File: src/sv/oidc_pkg.sv
`timescale 1ns / 1ps
`default_nettype none
// ----------------------------------------------------------------------------
// oidc_pkg
// Types, register codes and arithmetic helpers for the orbit damper block.
// ----------------------------------------------------------------------------
package oidc_pkg;

  // Fraction bits of the pose and offset words.
  localparam int FRACTION_BITS = 16;
  // The pointer gain is Q0.24; bring dx*gain down to the pose scale.
  localparam int MOVE_SHIFT    = 24 - FRACTION_BITS;
  localparam int MOVE_W        = 41;   // 16-bit signed times 24-bit unsigned

  localparam int CFG_IDX_W  = 3;
  localparam int CFG_DATA_W = 64;

  localparam logic [CFG_IDX_W-1:0] REG_INERTIA   = 3'd0;
  localparam logic [CFG_IDX_W-1:0] REG_STOP      = 3'd1;
  localparam logic [CFG_IDX_W-1:0] REG_GAIN      = 3'd2;
  localparam logic [CFG_IDX_W-1:0] REG_ENABLES   = 3'd3;
  localparam logic [CFG_IDX_W-1:0] REG_ALPHA_LIM = 3'd4;
  localparam logic [CFG_IDX_W-1:0] REG_BETA_LIM  = 3'd5;
  localparam logic [CFG_IDX_W-1:0] REG_RADIUS_LIM = 3'd6;

  localparam logic [15:0] INERTIA_RST = 16'd58982;
  localparam logic [15:0] STOP_RST    = 16'd66;
  localparam logic [23:0] GAIN_RST    = 24'd16777;
  // Beta limits: lower 0.01, upper pi, both Q16.16.
  localparam logic [63:0] BETA_LIM_RST = 64'h0003_243F_0000_028F;

  // Limit enable bit positions.
  localparam int EN_ALPHA_LO  = 0;
  localparam int EN_ALPHA_HI  = 1;
  localparam int EN_BETA_LO   = 2;
  localparam int EN_BETA_HI   = 3;
  localparam int EN_RADIUS_LO = 4;
  localparam int EN_RADIUS_HI = 5;

  typedef enum logic [1:0] {
    KIND_TICK  = 2'd0,
    KIND_MOVE  = 2'd1,
    KIND_POSE  = 2'd2,
    KIND_NUDGE = 2'd3
  } kind_e;

  typedef struct packed {
    logic [15:0] inertia;
    logic [15:0] stop;
    logic [23:0] gain;
    logic [5:0]  enables;
    logic [63:0] alpha_lim;
    logic [63:0] beta_lim;
    logic [63:0] radius_lim;
  } cfg_t;

  typedef struct packed {
    kind_e              kind;
    logic signed [15:0] move_dx;
    logic signed [15:0] move_dy;
    logic signed [31:0] pose_alpha;
    logic signed [31:0] pose_beta;
    logic signed [31:0] pose_radius;
    logic signed [31:0] nudge_amount;
  } item_t;

  typedef struct packed {
    logic signed [31:0] alpha;
    logic signed [31:0] beta;
    logic signed [31:0] radius;
    logic signed [31:0] vel_alpha;
    logic signed [31:0] vel_beta;
    logic signed [31:0] vel_radius;
  } state_t;

  function automatic logic signed [31:0] sat32(input logic signed [63:0] x);
    logic signed [31:0] r;
    if (x > 64'sd2147483647) begin
      r = 32'sh7FFF_FFFF;
    end else if (x < -64'sd2147483648) begin
      r = 32'sh8000_0000;
    end else begin
      r = x[31:0];
    end
    return r;
  endfunction

  // Scale by inertia, truncate toward zero, snap small offsets to zero.
  function automatic logic signed [31:0] decay(input logic signed [31:0] v,
                                               input logic [15:0] k,
                                               input logic [15:0] thr);
    logic signed [48:0] p;
    logic signed [48:0] r;
    logic [48:0]        mag;
    p = v * $signed({1'b0, k});
    if (p < 0) begin
      r = -((-p) >>> 16);
    end else begin
      r = p >>> 16;
    end
    mag = (r < 0) ? $unsigned(-r) : $unsigned(r);
    if (mag < {33'd0, thr}) begin
      r = '0;
    end
    return r[31:0];
  endfunction

  // Floor of dx*gain shifted down to the pose scale.
  function automatic logic signed [MOVE_W-1:0] scale_move(input logic signed [15:0] d,
                                                          input logic [23:0] g);
    logic signed [MOVE_W-1:0] prod;
    prod = d * $signed({1'b0, g});
    return prod >>> MOVE_SHIFT;
  endfunction

  // Lower limit first, then upper.
  function automatic logic signed [31:0] clamp(input logic signed [31:0] v,
                                               input logic [63:0] lim,
                                               input logic en_lo,
                                               input logic en_hi);
    logic signed [31:0] lo;
    logic signed [31:0] hi;
    logic signed [31:0] r;
    lo = $signed(lim[31:0]);
    hi = $signed(lim[63:32]);
    r  = v;
    if (en_lo && (r < lo)) begin
      r = lo;
    end
    if (en_hi && (r > hi)) begin
      r = hi;
    end
    return r;
  endfunction

endpackage
`default_nettype wire

File: src/sv/oidc_cfg.sv
`timescale 1ns / 1ps
`default_nettype none
// ----------------------------------------------------------------------------
// oidc_cfg
// Configuration register file; unknown indexes are dropped.
// ----------------------------------------------------------------------------
module oidc_cfg import oidc_pkg::*; (
  input  wire logic                  clk_i,
  input  wire logic                  rst_ni,
  input  wire logic                  cfg_valid_i,
  output logic                       cfg_ready_o,
  input  wire logic [CFG_IDX_W-1:0]  cfg_index_i,
  input  wire logic [CFG_DATA_W-1:0] cfg_data_i,
  output cfg_t                       cfg_o
);

  cfg_t cfg_q;
  cfg_t cfg_d;

  assign cfg_ready_o = 1'b1;
  assign cfg_o       = cfg_q;

  always_comb begin
    cfg_d = cfg_q;
    if (cfg_valid_i) begin
      unique case (cfg_index_i)
        REG_INERTIA:    cfg_d.inertia    = cfg_data_i[15:0];
        REG_STOP:       cfg_d.stop       = cfg_data_i[15:0];
        REG_GAIN:       cfg_d.gain       = cfg_data_i[23:0];
        REG_ENABLES:    cfg_d.enables    = cfg_data_i[5:0];
        REG_ALPHA_LIM:  cfg_d.alpha_lim  = cfg_data_i;
        REG_BETA_LIM:   cfg_d.beta_lim   = cfg_data_i;
        REG_RADIUS_LIM: cfg_d.radius_lim = cfg_data_i;
        default: ;
      endcase
    end
  end

  always_ff @(posedge clk_i or negedge rst_ni) begin
    if (!rst_ni) begin
      cfg_q.inertia    <= INERTIA_RST;
      cfg_q.stop       <= STOP_RST;
      cfg_q.gain       <= GAIN_RST;
      cfg_q.enables    <= '0;
      cfg_q.alpha_lim  <= '0;
      cfg_q.beta_lim   <= BETA_LIM_RST;
      cfg_q.radius_lim <= '0;
    end else begin
      cfg_q <= cfg_d;
    end
  end

endmodule
`default_nettype wire

File: config.mk
export PLATFORM = sky130hd
export DESIGN_NAME = oidc_cfg
export DESIGN_NICKNAME = d
export VERILOG_FILES = /design/src/sv/oidc_pkg.sv /design/src/sv/oidc_cfg.sv
export SDC_FILE = /design/constraint.sdc
export NUM_CORES = 1
export LEC_CHECK = 0
export BUFFER_PORTS_ARGS = -buffer_cell sky130_fd_sc_hd__buf_2
export CORE_MARGIN = 2
export CORE_UTILIZATION = 38
export CTS_CLUSTER_SIZE = 16
export DETAILED_ROUTE_END_ITERATION = 7
export GPL_TIMING_DRIVEN = 0
export PLACE_DENSITY = 0.65
export SYNTH_ARGS = -nofsm -noshare
export SYNTH_HDL_FRONTEND = slang
export SYNTH_SLANG_ARGS = --single-unit
File: constraint.sdc
create_clock -name clk_i -period 0.8 [get_ports clk_i]
set_clock_uncertainty 0.05 [all_clocks]
set_input_delay 0.16 -clock clk_i [delete_from_list [all_inputs] [get_ports clk_i]]
set_output_delay 0.16 -clock clk_i [all_outputs]
set_load 0.02 [all_outputs]
# Word level (Yosys, flattened, before mapping)
# Cells that the tools add are included.
[word_totals]
reg_bits = 254
inputBits = 70
out_inout_bits = 255
elab_cells = 21
[op_classes]
eq_ne = 6
n_reduce_logical = 8
[op_table]
columns = ["cell", "n"]
rows = [
  ["AND reduction 2 bit", 7],
  ["== test 3 bit (second input constant)", 3],
  ["== test 3 x 2 -> 1 bit (second input constant)", 2],
  ["== test 3 x 1 -> 1 bit (second input constant)", 1],
  ["logical NOT 3 bit", 1],
]

# Depth between registers and ports, before layout
[logic_depth]
word_depth = 2
depth_mapped = 4
mapped_depth_nobuf = 2

# Worst setup path after synthesis
# OpenSTA, ideal clock, no wires.
[synth_path]
kind = "input -> register"
startpoint = "input port cfg_index_i[0]"
endpoint = "register cfg_q, in the netlist cfg_o[238]"
setup_time_ns = 0.125
arrival_ns = 1.120
t_required_ns = 0.625
path_slack_ns = -0.495
stages = 3
n_path_buf = 1
cell_sequence = "nor4b_4 -> buf_6 -> mux2_2"
[synth_between]
elab_chain_len = 2
[synth_lines]
columns = ["element", "line", "text"]
rows = [
  ["start: declaration", "oidc_cfg.sv:12", "input wire logic [CFG_IDX_W-1:0] cfg_index_i,"],
  ["logical NOT 3 bit", "oidc_cfg.sv:26", "unique case (cfg_index_i)"],
  ["AND reduction 2 bit (no line)", "-", ""],
  ["end signal: assignment", "oidc_cfg.sv:49", "cfg_q <= cfg_d;"],
  ["end: declaration", "oidc_cfg.sv:17", "cfg_t cfg_q;"],
]
# Every way passes these cells.
# A chain may end at the register's enable or synchronous reset.

# Worst setup path in the final report
[layout_path]
startpoint = "register cfg_q, in the netlist cfg_o[100]"
endpoint = "output port cfg_o[100] in the netlist's numbering"
[layout_rtl]
columns = ["element", "line", "text"]
rows = [
  ["end: declaration", "oidc_cfg.sv:14", "output cfg_t cfg_o"],
]
# No word-level cell between the ends.

==> results.md <==
- Post-synthesis share of cell area spent on xor and xnor gates: 0%
- Library cell occupying the most area in the post-synthesis netlist: dfrtp_1
- Share of final-layout standard cells stronger than drive strength 1: 73.3%
- Reg2reg setup slack: -300 ps
- Crit path buf inv count: 1
- Final number of max-transition violations: 0
- Setup crit end: cfg_o[100]
- Wire length after detailed routing: 31.6 mm
- Starting density of the core: 38.9%
- Part of the Yosys area used for sequential elements: 65.0%
- Crit path largest cell delay: 570 ps
- Overall die area: 27200 um^2
- ANT nets after route: 0
- Final Util: 68.0%
- Worst reg2reg endpoint: cfg_o[174]
- Number of cells on the critical path: 1
- Fmax: 696 MHz
- Clock Latency Late Sink: 540 ps
- Routability Congestion: 0.720
- Placed cell area: 12200 um^2
- HPWL Detailed: 16.9 mm
- Placeable core area: 25300 um^2
- Setup repair after global routing missed its margin: yes
- Top cells by area, synth: dfrtp_1 56%, mux2_2 22%, mux2_4 9.8%, dfstp_2 8.5%, buf_6 1.5%
- Die boundary width: 165 um
- Critical path data required time: 590 ps
- Synthesized area divided by synthesized cell count: 18.1 um^2
- Count of endpoints failing setup in the final report: 494
- Via count of the routed design: 6856
- Root buf cell: clkbuf_16
- Detailed-routing iteration count for the pre-antenna-repair pass: 4
- Capturing element type of the critical path: primary output
- Ratio of total power to cell area: 2880 nW/um^2
- Endpoint arrival time on the critical path: 1230 ps
- Cells after Synth: 544
- Placement row count: 58
- Vertical die dimension: 165 um
- Top cell type's share of synthesized area: 56.4%
- Clock sinks: 254
- Number of antenna violations at the first check in global routing: 0
- Syn_nets: 614
- Top delay family on crit path: flip-flops
- DRC violation count after routing: 0
- Drt wl/cell: 22.0 um
- Total design power: 49.6 mW
- Status: finished, violations left
- Total track usage: 21.2%
- Main combinational cell family by area after synthesis: multiplexers
- Shortest clock period the worst path allows after layout: 1440 ps
- Launching instance or port of the critical path: cfg_o[100]
- Cell breakdown of the critical path: buf_6
- Max FO, Critical Path: 2
- Violations in the final reports: hold timing, setup timing
- Via count of the first global-routing pass: 7397
- Least setup slack across all paths after layout: -637 ps
- Fin crit share: 180%
- Worst hold margin: -518 ps
- Category of the worst setup path launch point: register
- Final layout net count: 1158
- TritonCTS clock tree: yes
- Via density: 4.76
- Diodes inserted: 0
- Global-route wire length before repair: 44.0 mm
- Yosys warns: 0
- Leakage Power: 8.30 nW
- Violation count after the first detailed-route iteration: 288
- Synth Area in Compound Gates: 0%
- Max-capacitance violation count: 0
- Distinct cells, synth: 12
- Hold buffer count at CTS: 64
- Final hold vios: 114
- Worst r2r src: cfg_o[174]
- Clock-pin slew reported for the worst setup and hold paths after clock tree synthesis: 60 ps
- Inserted Clock Buffers: 28
- Post-placement worst setup slack: -1090 ps
- Post-Synthesis Cell Area: 9840 um^2
- CP max-delay cell: dfstp_2
- Total of buffers placed on input and output ports: 323
- Max FFs per register: 254
- Worst min-delay path category: in2async
- Simple-gate area share of the yosys netlist: 0.890%
- H-tree level count: 1
- Critical path start-end classification: reg2out
- Synthesis-stage register bit count: 254
- Maximum root-to-sink buffer count: 3
- Top-Level Pins: 325
- Final instance area: 17200 um^2
- Depth of the worst register-to-register path: 3
- Peak supply drop: 0.00198 V
- P&R area growth vs syn: 75.1%
- Share of cell area taken by muxes after synthesis: 31.5%
- Total gr overflow: 0
- Adder and majority gate portion of the synthesized area: 0%
- Maximum number of pins on one net before global-route repair: 90
-- worst min-delay path by stage --
stage / slack [ps] / end
floorplan: -190 / cfg_o[0]
global placement: 370 / cfg_o[183]
detailed placement: 150 / cfg_o[70]
CTS: -520 / cfg_o[70]
global route: -490 / cfg_o[231]
finish: -520 / cfg_o[68]
-- placed cells by master (no fill, tap or decap) --
| cell | instances |
|---|---|
| buf_6 | 340 |
| dfrtp_1 | 222 |
| mux2_4 | 173 |
| mux2_2 | 81 |
| dlygate4sd3_1 | 64 |
| buf_2 | 64 |
| buf_4 | 37 |
| dfstp_2 | 32 |
| clkbuf_16 | 30 |
| buf_12 | 25 |
| clkbuf_8 | 9 |
| clkbuf_1 | 6 |
| buf_16 | 6 |
| clkinv_2 | 5 |
| nand4b_1 | 3 |
| and4bb_4 | 2 |
| bufinv_16 | 2 |
| buf_8 | 2 |
| nor4b_4 | 1 |
| and4bb_2 | 1 |
| conb_1 | 1 |
| clkinv_8 | 1 |
| inv_8 | 1 |
| bufbuf_16 | 1 |
| clkbuf_4 | 1 |
-- logic make-up (layout without fill, tap and decap cells) --
group                  after synthesis  in the layout
DFF                                254            254
and+or+nand+nor                      7              7
buffers and inverters               28            594
other                                1              1
muxes                              254            254
-- cell type report --
| type | instances | area [um^2] |
|---|---|---|
| buffer | 24 | 345 |
| clock buffer | 43 | 847 |
| clock inverter | 9 | 113 |
| fill | 1603 | 8100 |
| multi-input combinational | 262 | 3610 |
| sequential | 254 | 6400 |
| tap | 330 | 413 |
| timing repair buffer | 518 | 5510 |
-- layer usage --
| metal | global-route usage (%) | vias up | wire length (um) |
|---|---|---|---|
| li1 | - | 3019 | - |
| met3 | 6.00 | 61 | 2100 |
| met2 | 36.1 | 250 | 15700 |
| met4 | 6.80 | 0 | 1060 |
| met1 | 26.2 | 3526 | 12700 |
| met5 | 0 | - | 0 |
-- cell usage after synthesis --
library cell	number
nand4b_1	3
and4bb_2	2
dfstp_2	32
mux2_4	64
dfrtp_1	222
buf_6	13
mux2_2	190
buf_2	2
conb_1	1
buf_4	13
and4bb_1	1
nor4b_4	1
-- power breakdown --
part / total, mW / internal, mW / switching (mW) / leakage (nW)
clock network: 13.3 / 7.94 / 5.34 / 0.478
registers: 18.4 / 16.0 / 2.39 / 3.00
logic: 17.9 / 10.6 / 7.28 / 4.83
total: 49.6 / 34.5 / 15.0 / 8.30
-- through the flow --
stage	cells	TNS (ps)
6_report	1440	-148640
5_1_grt	1440	-162090
4_1_cts	1400	-148070
3_5_place_dp	1199	-263750
3_3_place_gp	1197	-1408140
2_1_floorplan	544	-78520
-- repair_timing --
action | 4_1_cts | 5_1_grt
endpoints found under the hold margin | 368 | 114
pin swaps | 4 | 4
cloned | 11 | 2
endpoints found under the setup margin | 568 | 569
setup buffers | 74 | 63
resized for setup | 564 | 136
No activity file was read; power rests on OpenSTA's default activity.
